--- src/mteu_pkg.sv ---
// mteu_pkg: shared constants and types for the multi-turn encoder unwrap block
// used by the channel interfaces and the top level; no dependencies

package mteu_pkg;

  // payload widths
  localparam int CH_W       = 3;
  localparam int RAW_W      = 16;
  localparam int POS_W      = 32;
  localparam int CFG_IDX_W  = 3;
  localparam int CFG_DATA_W = 32;

  // absolute encoder geometry
  localparam int ANGLE_BITS   = 14;
  localparam int ABS_CHANNELS = 4;
  localparam int ABS_IDX_W    = (ABS_CHANNELS > 1) ? $clog2(ABS_CHANNELS) : 1;
  localparam int OFFSET_REGS  = 4;
  localparam int OFF_IDX_W    = 2;
  localparam int INC_CHANNELS = 2;

  localparam logic [ANGLE_BITS-1:0] ANGLE_MASK = {ANGLE_BITS{1'b1}};
  // one turn step is 2^ANGLE_BITS - 1, not 2^ANGLE_BITS
  localparam logic [POS_W-1:0]      TURN_STEP  = POS_W'(ANGLE_MASK);

  // incremental count modulus and its reciprocal for a raw-width numerator
  localparam int INC_MODULUS = 272;
  localparam int INC_RECIP   = (1 << RAW_W) / INC_MODULUS;

  // configuration register indexes
  localparam logic [CFG_IDX_W-1:0] CFG_ZERO0  = 3'd0;
  localparam logic [CFG_IDX_W-1:0] CFG_ZERO1  = 3'd1;
  localparam logic [CFG_IDX_W-1:0] CFG_ZERO2  = 3'd2;
  localparam logic [CFG_IDX_W-1:0] CFG_ZERO3  = 3'd3;
  localparam logic [CFG_IDX_W-1:0] CFG_INVERT = 3'd4;
  localparam logic [CFG_IDX_W-1:0] CFG_JUMP   = 3'd5;
  localparam logic [CFG_IDX_W-1:0] CFG_HIGH   = 3'd6;
  localparam logic [CFG_IDX_W-1:0] CFG_LOW    = 3'd7;

  // configuration reset values
  localparam logic [OFFSET_REGS-1:0] INVERT_RST = 4'd6;
  localparam logic [ANGLE_BITS-1:0]  JUMP_RST   = 14'd15000;
  localparam logic signed [15:0]     HIGH_RST   = 16'sd6000;
  localparam logic signed [15:0]     LOW_RST    = -16'sd5000;

  typedef logic [CH_W-1:0]         chan_t;
  typedef logic [RAW_W-1:0]        raw_t;
  typedef logic signed [POS_W-1:0] pos_t;
  typedef logic [ANGLE_BITS-1:0]   angle_t;

endpackage

--- src/mteu_in_if.sv ---
// mteu_in_if: reading channel (channel number and raw value) with valid/ready
// depends on mteu_pkg

interface mteu_in_if;
  logic              valid;
  logic              ready;
  mteu_pkg::chan_t   channel;
  mteu_pkg::raw_t    raw_value;

  modport source (output valid, output channel, output raw_value, input ready);
  modport sink   (input valid, input channel, input raw_value, output ready);
endinterface

--- src/mteu_out_if.sv ---
// mteu_out_if: position channel (channel echo and position) with valid/ready
// depends on mteu_pkg

interface mteu_out_if;
  logic              valid;
  logic              ready;
  mteu_pkg::chan_t   channel_echo;
  mteu_pkg::pos_t    position;

  modport source (output valid, output channel_echo, output position, input ready);
  modport sink   (input valid, input channel_echo, input position, output ready);
endinterface

--- src/multi_turn_encoder_unwrap.sv ---
// multi_turn_encoder_unwrap: per-channel multi-turn unwrap of absolute encoder angles
// depends on mteu_pkg, mteu_in_if, mteu_out_if
//
// One reading enters per cycle unless back-pressure stalls it; its position leaves
// through the input register, then the result register. With out_bus.ready held
// high the block sustains one transaction per clock. The rate is set by the
// read-modify-write of the per-channel angle and turn correction registers in
// the second stage: a reading for a channel sees the state left by the reading
// just before it, even on the same channel in back-to-back cycles. Channels 0..3
// are absolute encoders (14-bit angle, optional mirror, wrap tracking, zero
// offset and limit fold), channels 4 and 5 return the raw value modulo 272, and
// channels 6 and 7 return zero and touch no state. Configuration writes are
// taken on any cycle with cfg_we high and must only happen while idle.

module multi_turn_encoder_unwrap (
  input  logic                                clk,
  input  logic                                rst_n,
  mteu_in_if.sink                             in_bus,
  mteu_out_if.source                          out_bus,
  input  logic                                cfg_we,
  input  logic [mteu_pkg::CFG_IDX_W-1:0]      cfg_index,
  input  logic [mteu_pkg::CFG_DATA_W-1:0]     cfg_wdata
);

  localparam int POS_W = mteu_pkg::POS_W;
  localparam int RAW_W = mteu_pkg::RAW_W;
  localparam int AB    = mteu_pkg::ANGLE_BITS;

  // configuration registers
  logic [POS_W-1:0]                  zero_off_r [mteu_pkg::OFFSET_REGS];
  logic [mteu_pkg::OFFSET_REGS-1:0]  invert_r;
  logic [AB-1:0]                     jump_r;
  logic [15:0]                       high_r;
  logic [15:0]                       low_r;

  // per-channel unwrap state
  logic [AB-1:0]    last_angle_r [mteu_pkg::ABS_CHANNELS];
  logic [POS_W-1:0] turn_corr_r  [mteu_pkg::ABS_CHANNELS];

  // input stage
  logic                 s1_valid_r;
  mteu_pkg::chan_t      s1_ch_r;
  mteu_pkg::raw_t       s1_raw_r;
  logic [RAW_W-1:0]     s1_quot_r;
  logic [AB-1:0]        s1_angle_r;
  logic [POS_W-1:0]     s1_zero_r;
  logic [POS_W-1:0]     s1_a_mz_r;

  // result stage
  logic                 out_valid_r;
  mteu_pkg::chan_t      out_ch_r;
  logic [POS_W-1:0]     out_pos_r;

  // ---------------------------------------------------------------- handshake
  logic out_load;
  logic s1_adv;

  assign out_load     = !out_valid_r || out_bus.ready;
  assign s1_adv       = s1_valid_r && out_load;
  assign in_bus.ready = !s1_valid_r || out_load;

  logic in_take;
  assign in_take = in_bus.valid && in_bus.ready;

  // ---------------------------------------------------------------- configuration
  always_ff @(posedge clk) begin
    if (!rst_n) begin
      for (int i = 0; i < mteu_pkg::OFFSET_REGS; i++) begin
        zero_off_r[i] <= '0;
      end
      invert_r <= mteu_pkg::INVERT_RST;
      jump_r   <= mteu_pkg::JUMP_RST;
      high_r   <= mteu_pkg::HIGH_RST;
      low_r    <= mteu_pkg::LOW_RST;
    end else if (cfg_we) begin
      unique case (cfg_index) inside
        mteu_pkg::CFG_ZERO0, mteu_pkg::CFG_ZERO1,
        mteu_pkg::CFG_ZERO2, mteu_pkg::CFG_ZERO3: begin
          zero_off_r[cfg_index[mteu_pkg::OFF_IDX_W-1:0]] <= cfg_wdata;
        end
        mteu_pkg::CFG_INVERT: invert_r <= cfg_wdata[mteu_pkg::OFFSET_REGS-1:0];
        mteu_pkg::CFG_JUMP:   jump_r   <= cfg_wdata[AB-1:0];
        mteu_pkg::CFG_HIGH:   high_r   <= cfg_wdata[15:0];
        mteu_pkg::CFG_LOW:    low_r    <= cfg_wdata[15:0];
        default: ;
      endcase
    end
  end

  // ---------------------------------------------------------------- front of input stage
  // masking, mirroring and offset selection depend only on the incoming
  // reading and static configuration, so they are done ahead of the register
  logic             in_has_off;
  logic [AB-1:0]    in_angle_raw;
  logic [AB-1:0]    in_angle;
  logic [POS_W-1:0] in_zero;
  logic [2*RAW_W-1:0] in_prod;

  always_comb begin
    in_has_off   = in_bus.channel < mteu_pkg::CH_W'(mteu_pkg::OFFSET_REGS);
    in_angle_raw = in_bus.raw_value[AB-1:0];
    in_zero      = '0;
    in_angle     = in_angle_raw;
    if (in_has_off) begin
      in_zero = zero_off_r[in_bus.channel[mteu_pkg::OFF_IDX_W-1:0]];
      if (invert_r[in_bus.channel[mteu_pkg::OFF_IDX_W-1:0]]) begin
        in_angle = mteu_pkg::ANGLE_MASK - in_angle_raw;
      end
    end
    // quotient estimate for the incremental modulus, at most one low
    in_prod = (2*RAW_W)'(in_bus.raw_value) * (2*RAW_W)'(mteu_pkg::INC_RECIP);
  end

  always_ff @(posedge clk) begin
    if (!rst_n) begin
      s1_valid_r <= 1'b0;
    end else if (in_bus.ready) begin
      s1_valid_r <= in_bus.valid;
    end
  end

  always_ff @(posedge clk) begin
    if (in_take) begin
      s1_ch_r    <= in_bus.channel;
      s1_raw_r   <= in_bus.raw_value;
      s1_quot_r  <= in_prod[2*RAW_W-1:RAW_W];
      s1_angle_r <= in_angle;
      s1_zero_r  <= in_zero;
      s1_a_mz_r  <= POS_W'(in_angle) - in_zero;
    end
  end

  // ---------------------------------------------------------------- unwrap stage
  logic                           is_abs;
  logic                           is_inc;
  logic [mteu_pkg::ABS_IDX_W-1:0] idx;
  logic [AB-1:0]                  last;
  logic [POS_W-1:0]               corr;
  logic [AB-1:0]                  diff;
  logic                           wrap;
  logic [POS_W-1:0]               corr1;
  logic [POS_W-1:0]               pos1;
  logic [POS_W-1:0]               high_ext;
  logic [POS_W-1:0]               low_ext;
  logic                           hi_hit;
  logic                           lo_hit;
  logic [POS_W-1:0]               adj;
  logic [POS_W-1:0]               corr2;
  logic [POS_W-1:0]               pos2;
  logic [POS_W-1:0]               inc_qm;
  logic [POS_W-1:0]               inc_rem;
  logic [POS_W-1:0]               pos_nxt;

  always_comb begin
    is_abs = s1_ch_r < mteu_pkg::CH_W'(mteu_pkg::ABS_CHANNELS);
    is_inc = !is_abs &&
             (s1_ch_r < mteu_pkg::CH_W'(mteu_pkg::ABS_CHANNELS + mteu_pkg::INC_CHANNELS));
    idx    = s1_ch_r[mteu_pkg::ABS_IDX_W-1:0];
    last   = last_angle_r[idx];
    corr   = turn_corr_r[idx];

    // wrap detection on the absolute angle change
    diff = (s1_angle_r > last) ? (s1_angle_r - last) : (last - s1_angle_r);
    wrap = diff > jump_r;
    if (wrap && (s1_angle_r < last)) begin
      corr1 = corr + mteu_pkg::TURN_STEP;
    end else if (wrap) begin
      corr1 = corr - mteu_pkg::TURN_STEP;
    end else begin
      corr1 = corr;
    end
    pos1 = s1_a_mz_r + corr1;

    // limit fold, only with a nonzero offset; both hits cancel out
    high_ext = {{(POS_W-16){high_r[15]}}, high_r};
    low_ext  = {{(POS_W-16){low_r[15]}}, low_r};
    hi_hit   = (s1_zero_r != '0) && ($signed(pos1) > $signed(high_ext));
    lo_hit   = (s1_zero_r != '0) && ($signed(pos1) < $signed(low_ext));
    if (hi_hit && !lo_hit) begin
      adj = '0 - mteu_pkg::TURN_STEP;
    end else if (lo_hit && !hi_hit) begin
      adj = mteu_pkg::TURN_STEP;
    end else begin
      adj = '0;
    end
    corr2 = corr1 + adj;
    pos2  = pos1 + adj;

    // remainder from the quotient estimate, one correction step
    inc_qm  = POS_W'(s1_quot_r) * POS_W'(mteu_pkg::INC_MODULUS);
    inc_rem = POS_W'(s1_raw_r) - inc_qm;
    if (inc_rem >= POS_W'(mteu_pkg::INC_MODULUS)) begin
      inc_rem = inc_rem - POS_W'(mteu_pkg::INC_MODULUS);
    end

    if (is_abs) begin
      pos_nxt = pos2;
    end else if (is_inc) begin
      pos_nxt = inc_rem;
    end else begin
      pos_nxt = '0;
    end
  end

  // state write-back on each absolute-channel transaction that leaves the input stage
  always_ff @(posedge clk) begin
    if (!rst_n) begin
      for (int i = 0; i < mteu_pkg::ABS_CHANNELS; i++) begin
        last_angle_r[i] <= '0;
        turn_corr_r[i]  <= '0;
      end
    end else if (s1_adv && is_abs) begin
      last_angle_r[idx] <= s1_angle_r;
      turn_corr_r[idx]  <= corr2;
    end
  end

  // ---------------------------------------------------------------- result register
  always_ff @(posedge clk) begin
    if (!rst_n) begin
      out_valid_r <= 1'b0;
    end else if (out_load) begin
      out_valid_r <= s1_valid_r;
    end
  end

  always_ff @(posedge clk) begin
    if (s1_adv) begin
      out_ch_r  <= s1_ch_r;
      out_pos_r <= pos_nxt;
    end
  end

  assign out_bus.valid        = out_valid_r;
  assign out_bus.channel_echo = out_ch_r;
  assign out_bus.position     = $signed(out_pos_r);

endmodule

--- src/flat_wrapper.sv ---
// flat-port wrapper written by rule: the top's interface ports become plain ports
module multi_turn_encoder_unwrap_flat 
  (clk, rst_n, cfg_we, cfg_index, cfg_wdata, in_bus_valid, in_bus_channel, in_bus_raw_value, in_bus_ready, out_bus_valid, out_bus_channel_echo, out_bus_position, out_bus_ready);
  mteu_in_if in_bus_i ();
  mteu_out_if out_bus_i ();
  input  logic clk;
  input  logic rst_n;
  input  logic cfg_we;
  input  logic [mteu_pkg::CFG_IDX_W-1:0] cfg_index;
  input  logic [mteu_pkg::CFG_DATA_W-1:0] cfg_wdata;
  input wire logic [$bits(in_bus_i.valid)-1:0] in_bus_valid;
  input wire logic [$bits(in_bus_i.channel)-1:0] in_bus_channel;
  input wire logic [$bits(in_bus_i.raw_value)-1:0] in_bus_raw_value;
  output wire logic [$bits(in_bus_i.ready)-1:0] in_bus_ready;
  output wire logic [$bits(out_bus_i.valid)-1:0] out_bus_valid;
  output wire logic [$bits(out_bus_i.channel_echo)-1:0] out_bus_channel_echo;
  output wire logic [$bits(out_bus_i.position)-1:0] out_bus_position;
  input wire logic [$bits(out_bus_i.ready)-1:0] out_bus_ready;
  assign in_bus_i.valid = in_bus_valid;
  assign in_bus_i.channel = in_bus_channel;
  assign in_bus_i.raw_value = in_bus_raw_value;
  assign in_bus_ready = in_bus_i.ready;
  assign out_bus_valid = out_bus_i.valid;
  assign out_bus_channel_echo = out_bus_i.channel_echo;
  assign out_bus_position = out_bus_i.position;
  assign out_bus_i.ready = out_bus_ready;
  multi_turn_encoder_unwrap u_core (.clk(clk), .rst_n(rst_n), .in_bus(in_bus_i), .out_bus(out_bus_i), .cfg_we(cfg_we), .cfg_index(cfg_index), .cfg_wdata(cfg_wdata));
endmodule
--- config.mk ---
export PLATFORM = sky130hd
export DESIGN_NAME = multi_turn_encoder_unwrap_flat
export DESIGN_NICKNAME = d
export VERILOG_FILES = /design/src/mteu_pkg.sv /design/src/mteu_in_if.sv /design/src/mteu_out_if.sv /design/src/multi_turn_encoder_unwrap.sv /design/src/flat_wrapper.sv
export SDC_FILE = /design/constraint.sdc
export NUM_CORES = 1
export LEC_CHECK = 0
export BUFFER_PORTS_ARGS = -buffer_cell sky130_fd_sc_hd__clkbuf_2
export CORE_MARGIN = 2
export CORE_UTILIZATION = 40
export CTS_CLUSTER_SIZE = 28
export DETAILED_ROUTE_END_ITERATION = 12
export PLACE_DENSITY = 0.59
export SETUP_SLACK_MARGIN = 0.4
export SKIP_LAST_GASP = 1
export SYNTH_ARGS = -nofsm -noshare
export SYNTH_HDL_FRONTEND = slang
export SYNTH_SLANG_ARGS = --single-unit
--- constraint.sdc ---
create_clock -name clk -period 28.1 [get_ports clk]
set_clock_uncertainty 0.15 [all_clocks]
set_input_delay 5.62 -clock clk [delete_from_list [all_inputs] [get_ports clk]]
set_output_delay 5.62 -clock clk [all_outputs]
set_load 0.02 [all_outputs]
# Word-level counts from Yosys, hierarchy flattened
# Memories as Yosys holds them, arrays and structs flattened. A register that Yosys moved wholly into a read port is not among the register bits.
# Index checks and enable logic that the tools add are counted.
classes:
  n_lt_le_gt_ge: 10
  reduce_logical: 26
  mux: 32
  addsub: 11
  multipliers: 2
  eq_ne: 7
op_table:
  columns: ["op", "n"]
  rows:
  - ["$mux 32", 9]
  - ["$add 32x32->32", 3]
  - ["$mux 14", 5]
  - ["$reduce_or 32->1", 2]
  - ["$add 32x14->32 const B", 1]
  - ["$ge 32x9->1 const B", 1]
  - ["$gt 32x16->1", 1]
  - ["$lt 32x16->1", 1]
  - ["$reduce_bool 32->1", 1]
  - ["$sub 14x32->32", 1]
  - ["$sub 32x14->32 const B", 1]
  - ["$sub 32x9->32 const B", 1]
  - ["$gt 14x14->1", 2]
  - ["$sub 14x14->14", 2]
  - ["$sub 16x25->26", 1]
  - ["$mul 16x4->20 const B", 1]
  - ["$lt 14x14->1", 1]
  - ["$reduce_or 14->1", 1]
  - ["$sub 14x14->14 const A", 1]
  - ["$mul 8x5->13 const B", 1]
  - ["$eq 3x3->1 const B", 4]
  - ["$mux 1", 12]
  - ["$mux 2", 5]
  - ["$logic_and 1x1->1", 9]
  - ["10 further kinds", 21]
totals:
  mem_count: 3
  inputBits: 59
  mem_bits_rw: 312
  output_inout_bits: 37
  register_bits: 192
memory_table:
  columns: ["memory", "words", "word_bits", "read_ports", "rd_clocked_by_memory_dff", "write_ports", "line", "rtl"]
  rows:
  - ["u_core.turn_corr_r", 4, 32, 1, 1, 4, "multi_turn_encoder_unwrap.sv:38", "logic [POS_W-1:0] turn_corr_r [mteu_pkg::ABS_CHANNELS];"]
  - ["u_core.zero_off_r", 4, 32, 1, 0, 4, "multi_turn_encoder_unwrap.sv:30", "logic [POS_W-1:0] zero_off_r [mteu_pkg::OFFSET_REGS];"]
  - ["u_core.last_angle_r", 4, 14, 1, 1, 4, "multi_turn_encoder_unwrap.sv:37", "logic [AB-1:0] last_angle_r [mteu_pkg::ABS_CHANNELS];"]

# Logic depth before layout (Yosys ltp)
# Gate-level depths: netlist of the first run.
depth:
  ltp_word: 14
  ltp_mapped: 70
  depth_no_buf: 62

# Least setup slack after synthesis of the first run
# Ideal clock, no wire load.
synth_path:
  path_kind: "flip-flop to flip-flop"
  start: "register with a tool-made name"
  end: "memory u_core.turn_corr_r[0][19], data pin"
  arrival_ns: 14.318
  synth_period_minus_slack_ns: 14.733
  setup_time_ns: 0.265
  required_time_ns: 27.685
  path_buffers: 9
  path_stages_with_launch: 65
  setup_slack_ns: 13.367
  cell_sequence: "dfxtp_1 buf_6 buf_12 buf_4 buf_4 buf_1 mux4_2 ha_1 clkbuf_1 nand4_1 nor2_1 nand2_1 or4_1 clkbuf_1 nand2_1 clkbuf_1 mux2_2 o21bai_1 [29 not listed] a21oi_1 nor2_1 a211oi_1 nand4bb_1 o2111ai_1 ha_1 ha_1 a21o_1 a21o_1 a2111oi_0 or3_1 a21oi_1 o31a_1 o21a_1 a311o_1 a21oi_1 xor2_1 nor2_1"
synth_rtl:
  columns: ["item", "line"]
  rows:
  - ["to (decl)", "multi_turn_encoder_unwrap.sv:38"]

==> results.txt, run 1 <==
The clock period minus final worst setup slack came out at between 15 and 20 ns. The slack of the critical path is 12.12 ns. The post-synthesis net count is ~3300.

The die height is 286 µm. At the worst endpoint, the required time is 28.29 ns. The peak clock frequency supported by timing came out at 62.6 MHz. Counting instances, the worst hold path has a depth of 2. The depth of the most critical reg-to-reg path came out at 54. In this run, post-CTS repair resized a total of 0 instances. In this run the tool buffered the top-level ports with 95 buffer cells. The final total power is between 3000 and 4000 µW.

The cell leakage power came out at ~0.014 µW. Of the total power, the share spent switching nets is 0.416. The max-slew violation count is 0. The sequential share of power is 0.263. The share of the clock period used by the worst path came out at 0.569.

By instance count, the cell type seen most on the critical path is ha_1. The HPWL after detailed placement is ~63 mm. The run finished with clean final reports.

The number of buffers created by CTS is 58. Of the total power, combinational logic draws 0.519. The number of levels the H-tree was split into came out at 2. The final hold violation count is 0. The area share of the leading cell type in the synthesized netlist came out at 0.427.

The worst slew slack as a fraction of its limit is 0.341. The power density of the placed cells came out at 102 nW/µm². The nature of the critical path endpoint is a register. The finished layout holds between 4000 and 5000 standard cells, fillers aside. In the synthesized netlist the async set-or-reset flop fraction comes to 0.

The clock latency of the later-clocked register in the worst-skew pair came out at 0.64 ns. The residual overflow from global routing is 0. The initial cell density of the core came out at 0.403. The number of standard-cell rows in the floorplan came out at 103.

The number of unique standard cell types used by synthesis is 86. The hold path startpoint is u_core.low_r[2]. The detailed router placed roughly 23000 vias in this run.

The final RePlAce weighted congestion came out at 0.919. The cell count after placement is 4044. The internal power consumption came out at 2110 µW. By count the netlist is led by edfxtp_1, nor2_1, ha_1, nand2_1, inv_1. The number of warnings printed during yosys synthesis came out at 0. The number of antenna violations at the first check in global routing was 1. The path category of the worst min-delay check is reg -> reg. Sorting the synthesized cells by area gives the leading types as edfxtp_1, ha_1, nor2_1. The critical path class is reg -> reg.

The fraction of final layout cells with drive strength greater than 1 is 0.105. At the placement stage, the worst setup path has a slack of 12.35 ns. The post-synthesis average cell area is about 11 µm². Of all cell types, the one taking the most synthesized area is edfxtp_1. For the pin with the worst max-slew slack, the measured transition is 0.988 ns. The largest buffer count on any clock path is 3. In the synthesized netlist the dominant register cell turns out to be edfxtp_1. The worst setup path is launched from a register. The aggregate negative setup slack came out at 0 ns. The die is 286 µm wide.

The number of max-capacitance violations reported came out at 0. The register clock-pin slew on the reported worst setup and hold paths is 0.06 ns. The total global routing track utilization is 0.211. For this design the top-level I/O count stands at 96.

The pin count of the biggest net entering global routing came out at between 50 and 60. The share of total power dissipated in the clock network is 0.218. The worst reg2reg path endpoint is u_core.out_bus.position[30]. The power spent charging and discharging nets is 1500 µW. The routed wire length is 87.3 mm.

Of all nets on the critical path, the largest fanout is 46. The die area came out at roughly 80000 µm². The root buffer selected by CTS is clkbuf_16. The register-to-register setup slack is approximately 12 ns. The part of the Yosys area used for sequential elements came out at 0.462.

The via count of the first global-routing pass is 22700. Data arrives at the worst endpoint at approximately 16 ns. edfxtp_1 is the most common cell in the netlist. The region available for standard cell placement spans 78700 µm². In the routed design, unresolved DRC markers number 0.

The number of synthesized register bits is approximately 510. The maximum single-stage delay on the critical path is approximately 0.71 ns. The CTS tree is yes. The net count reported at finish came out at 3410.

The number of hold buffers added after CTS came out at 0. The number of enable flip-flop cells after synthesis came out at 452. The total of fill cells in the finished design is 7288. The number of DRC markers in iteration 0 is 1751.

The peak supply drop came out at 0.0582 mV. Using the TritonRoute via totals, the vias-per-cell ratio works out to around 5.6. The number of setup violations in the final report is 0. From synthesis to final layout, the design area changed by 11.5%. The critical-path cell with the highest stage delay is buf_4. The number of sinks handled by clock tree synthesis is 506. Dividing the detail-routed wire length by the instance count gives 21.0 µm. The most critical setup path has its endpoint at u_core.out_bus.position[30]. The remaining antenna violation count after routing is 0. Setup repair after global routing left no endpoint under its margin. The synthesized netlist occupies a cell area of 31800 µm². Before antenna repair, the detailed router went through 5 iterations. Once the clock tree was built, the setup fixing pass inserted 0 buffers.

The number of cells produced by synthesis is 2963. The global-route wire length before repair is about 130 mm.
## placed cells by master, fill, tap and decap left out, drive strengths merged, types with 20 or more instances in the layout
cell type	n
and3	25
a21oi	147
ha	261
nor2b	56
o211ai	30
or2	21
inv	220
o21a	29
nor3	58
buf	34
nand4	33
a211oi	27
xnor2	119
nor4	24
dfxtp	54
and2	26
nand2	225
mux4	66
a21o	88
fa	36
a211o	21
nor2	391
xor2	54
clkbuf	177
o21ai	111
nand3	42
nand2b	36
edfxtp	452
clkinv	20
## sequential cells by signal, summed over array words and instances, names as in the netlist, 4 cells and up, named ones only
register,cells
u_core.s1_raw_r,16
u_core.invert_r,4
u_core.turn_corr_r,128
u_core.high_r,16
u_core.s1_angle_r,14
u_core.s1_a_mz_r,32
u_core.s1_zero_r,32
u_core.zero_off_r,128
u_core.out_bus.position,32
u_core.jump_r,14
u_core.s1_quot_r,8
u_core.low_r,16
u_core.last_angle_r,56
## how the worst min path moves through the flow
stage	endpoint	slack (ns)
2_1_floorplan	u_core.out_bus.channel_echo[0]	0.27
3_3_place_gp	u_core.low_r[7]	0.30
4_1_cts	u_core.low_r[2]	0.31
3_5_place_dp	u_core.low_r[2]	0.30
5_1_grt	u_core.low_r[2]	0.33
6_report	u_core.low_r[2]	0.31
## layout make-up
type                       instances  area (µm²)  area share
multi-input combinational       2140       15900       0.449
sequential                       506       14700       0.414
clock buffer                      82        1670      0.0470
tap                             1050        1310      0.0371
inverter                         219         825      0.0233
timing repair buffer             129         731      0.0206
clock inverter                    27         335     0.00947
antenna                            1        2.50   0.0000707
## layer usage
layer	GRT usage	up-vias	wire length [µm]
li1	-	11000	-
met1	0.288	11400	38300
met2	0.355	653	42100
met3	0.0195	132	4380
met4	0.0677	0	2550
met5	0	-	0
## logic make-up (layout without fill, tap and decap cells)
kind of cell | count (synthesis) | in the layout | synth area share
buf+inv | 317 | 457 | 0.0396
other cells | 0 | 1 | 0
mux | 91 | 91 | 0.0565
simple gates | 984 | 984 | 0.144
xor+xnor | 174 | 174 | 0.0495
flops | 506 | 506 | 0.462
fa+ha+maj | 297 | 297 | 0.126
compound gates | 594 | 594 | 0.123
## per-stage QoR
step,area (µm²),hold WS (ns),utilization
after CTS,35400,0.305,0.450
final,35400,0.308,0.450
after global routing,35400,0.328,0.450
after floorplan,31800,0.274,-
after detailed placement,33400,0.298,0.424
after global placement,33400,0.295,0.424
## critical path, delay by kind of cell, from the launching register on
kind / cells / cell delay (ns)
AO/OA/AOI/OAI: 25 / 6.56
AND/OR/NAND/NOR: 14 / 3.44
adder cells (fa/ha/maj): 7 / 2.37
multiplexers: 2 / 1.08
buffers and inverters: 3 / 1.06
XOR/XNOR: 3 / 0.61
flip-flops: 1 / 0.31
## power groups by stage
stage | registers (µW) | logic [µW] | clock network [µW]
2_1_floorplan | 977 | 1350 | 0
3_3_place_gp | 962 | 1830 | 0
3_5_place_dp | 965 | 1850 | 0
4_1_cts | 949 | 1870 | 802
5_1_grt | 955 | 2070 | 828
6_report | 948 | 1870 | 787
(Power assumes the default switching activity.)
==> run 2, diff against run 1 <==
--- a/config.mk
+++ b/config.mk
@@ -10,7 +10,7 @@
 export CORE_UTILIZATION = 40
 export CTS_CLUSTER_SIZE = 28
 export DETAILED_ROUTE_END_ITERATION = 12
-export PLACE_DENSITY = 0.59
+export PLACE_DENSITY = 0.61
 export SETUP_SLACK_MARGIN = 0.4
 export SKIP_LAST_GASP = 1
 export SYNTH_ARGS = -nofsm -noshare
==> constraint.sdc (replaced) <==
create_clock -name clk -period 14.4 [get_ports clk]
set_clock_uncertainty 0.15 [all_clocks]
set_input_delay 2.88 -clock clk [delete_from_list [all_inputs] [get_ports clk]]
set_output_delay 2.88 -clock clk [all_outputs]
set_load 0.02 [all_outputs]
==> results.txt, run 2 (synthesized netlist as in run 1, its figures left out) <==
The via count is approximately 23000. STA classifies the critical path endpoint as a register. The clock latency of the later-clocked register in the worst-skew pair is 0.63 ns. The final RePlAce weighted congestion is 0.926.

The final standard cell utilization of the core came out at 0.457. Across the whole layout, storage elements account for 14700 µm². TritonCTS built the clock tree. The number of diodes came out at 0. The die height is around 290 µm.

In the layout the commonest cells are edfxtp_1, nor2_1, ha_1. The maximum single-stage delay on the critical path is around 0.6 ns. The most numerous cell on the critical path is a21o_1. The power density of the placed cells came out at a little under 200 nW/µm². The number of DRC markers in iteration 0 is ~1700. The die is 286 µm wide. The hold slack is 0.307 ns. On the critical path, the stage with the largest delay is an instance of or4_4. The number of hold buffers added after CTS is 0.

The total of fill cells in the finished design is ~7300. The transition time at the pin with the least slew margin came out at between 1 and 1.5 ns. In this run the clock root is driven by a clkbuf_16. The critical path in this run is classified as reg -> reg. In the final routed layout, each cell accounts on average for roughly 20 µm. In this run the remaining antenna-violating nets after routing total 0. The power spent charging and discharging nets is 2930 µW.

The port buffer count came out at 95. The power share of the clock group came out at 0.205. The net switching fraction of the power came out at 0.413. VDD sags by at most 0.0950 mV.

The register clock-pin slew on the reported worst setup and hold paths is about 0.06 ns. The peak clock frequency supported by timing is between 70 and 80 MHz. The share of the clock period used by the worst path came out at 0.932. The path category of the worst min-delay check is reg -> reg.

The number of buffers created by CTS came out at 57. In the routed design, unresolved DRC markers number 0. The cell count after placement came out at 4061. The number of antenna violations at the first check in global routing came out at 0. The number of setup violations in the final report came out at 0.

The number of top-level pins is 96. The HPWL after detailed placement came out at slightly above 60 mm. The count of non-filler cells in the finished layout is 4193. The analysis attributes to cell leakage a power of 0.0147 µW. Dividing the detail-routed via count by the number of cells gives approximately 5.5.

The internal power consumption is 4160 µW. The initial utilization of the core area, before any placement, comes to 0.403. The worst setup path is launched from a register. Of all nets on the critical path, the largest fanout is 7. The fraction of final layout cells with drive strength greater than 1 came out at 0.132. The floorplan has 103 rows.

The synthesis-to-finish area growth came out at 13.4%. No sink is reached through more buffers than the 3 on the longest clock path. The number of max-capacitance violations reported is 0. The flow ran to the end, and the final reports show no timing, DRC or antenna violations. The multi-input logic area is 16300 µm². The combinational share of power is 0.532. The clock period minus final worst setup slack came out at ~13 ns. The die area came out at approximately 82000 µm². Summed over all layers, the global routing overflow is 0. The number of levels the H-tree was split into came out at 2.

The pin count of the biggest net entering global routing is 71. In this run the tightest slew margin relative to its limit is 0.223. The worst endpoint required time came out at about 15 ns.

The placeable core area came out at slightly below 80000 µm². The number of sinks handled by clock tree synthesis is just over 500. The total global routing track utilization is 0.205. The max-slew violation count was 0.

The sequential share of power is 0.263. The setup check on the worst reg-to-reg path leaves a slack of between 0.9 and 1 ns. The number of detailed-route iterations in the first pass is 5. Leaving out fill and tap cells, the most frequent cell in the layout is edfxtp_1.

The via count of the first global-routing pass came out at 22500. The global-route wire length before repair is between 100 and 150 mm. The net count reported at finish is between 3000 and 4000.

In the final layout, the registers with the most flip-flops are u_core.turn_corr_r x128, u_core.zero_off_r x128, u_core.last_angle_r x56. Setup repair after global routing left no endpoint under its margin. The arrival time reported for the critical path endpoint came out at 13.58 ns. The final hold violation count is 0. After detailed routing, the total wire length is ~85 mm.
run 2: timing repair:
item | 4_1_cts | 5_1_grt
endpoints found under the setup margin | 64 | 125
pin swaps | 1 | 23
cloned | 0 | 1
gates resized for setup | 10 | 73
buffers inserted | 3 | 20
run 2: worst max-delay path: cells and delay by family, from the launching register on:
family / cells / cell delay (ns)
flops: 1 / 0.39
buf+inv: 6 / 0.90
fa+ha+maj: 7 / 2.10
mux: 2 / 0.89
xor+xnor: 2 / 0.33
compound gates: 35 / 6.06
simple gates: 10 / 2.30
run 2: power groups by stage:
stage          Combinational [µW]  Clock (µW)  Sequential [µW]
2_1_floorplan                2640           0             1910
3_3_place_gp                 3600           0             1890
3_5_place_dp                 3590           0             1890
4_1_cts                      3640        1480             1860
5_1_grt                      4170        1540             1870
6_report                     3770        1460             1860
run 2: final timing paths:
check | startpoint | end | cells past startpoint
min reg2reg | u_core.high_r[3] | u_core.high_r[3] | 2
max | register | u_core.out_bus.position[30] | 62
max reg2reg | register | u_core.out_bus.position[30] | 62
min | u_core.high_r[3] | u_core.high_r[3] | 2
run 2: cell type report:
cell class / count / area share
multi-input combinational: 2140 / 0.452
sequential: 506 / 0.407
clock buffer: 73 / 0.0431
tap: 1050 / 0.0365
timing repair buffer: 170 / 0.0291
inverter: 219 / 0.0229
clock inverter: 35 / 0.00897
run 2: layer usage:
metal / up-vias / share of wire / routed length, µm / track usage
met3: 119 / 0.049 / 4130 / 0.0218
met5: - / 0 / 0 / 0
met2: 560 / 0.47 / 40300 / 0.343
met1: 11300 / 0.45 / 38500 / 0.286
li1: 11100 / - / - / -
met4: 0 / 0.024 / 2060 / 0.0527
run 2: stage by stage:
stage               cell area (µm²)  power, µW  setup slack [ns]  setup TNS, ns
finish                        36000       7090             0.974              0
global route                  36000       7580             0.311              0
CTS                           35500       6990             0.451              0
detailed placement            33600       5490         -0.000321      -0.000321
global placement              33600       5500             0.232              0
floorplan                     31800       4540             0.466              0
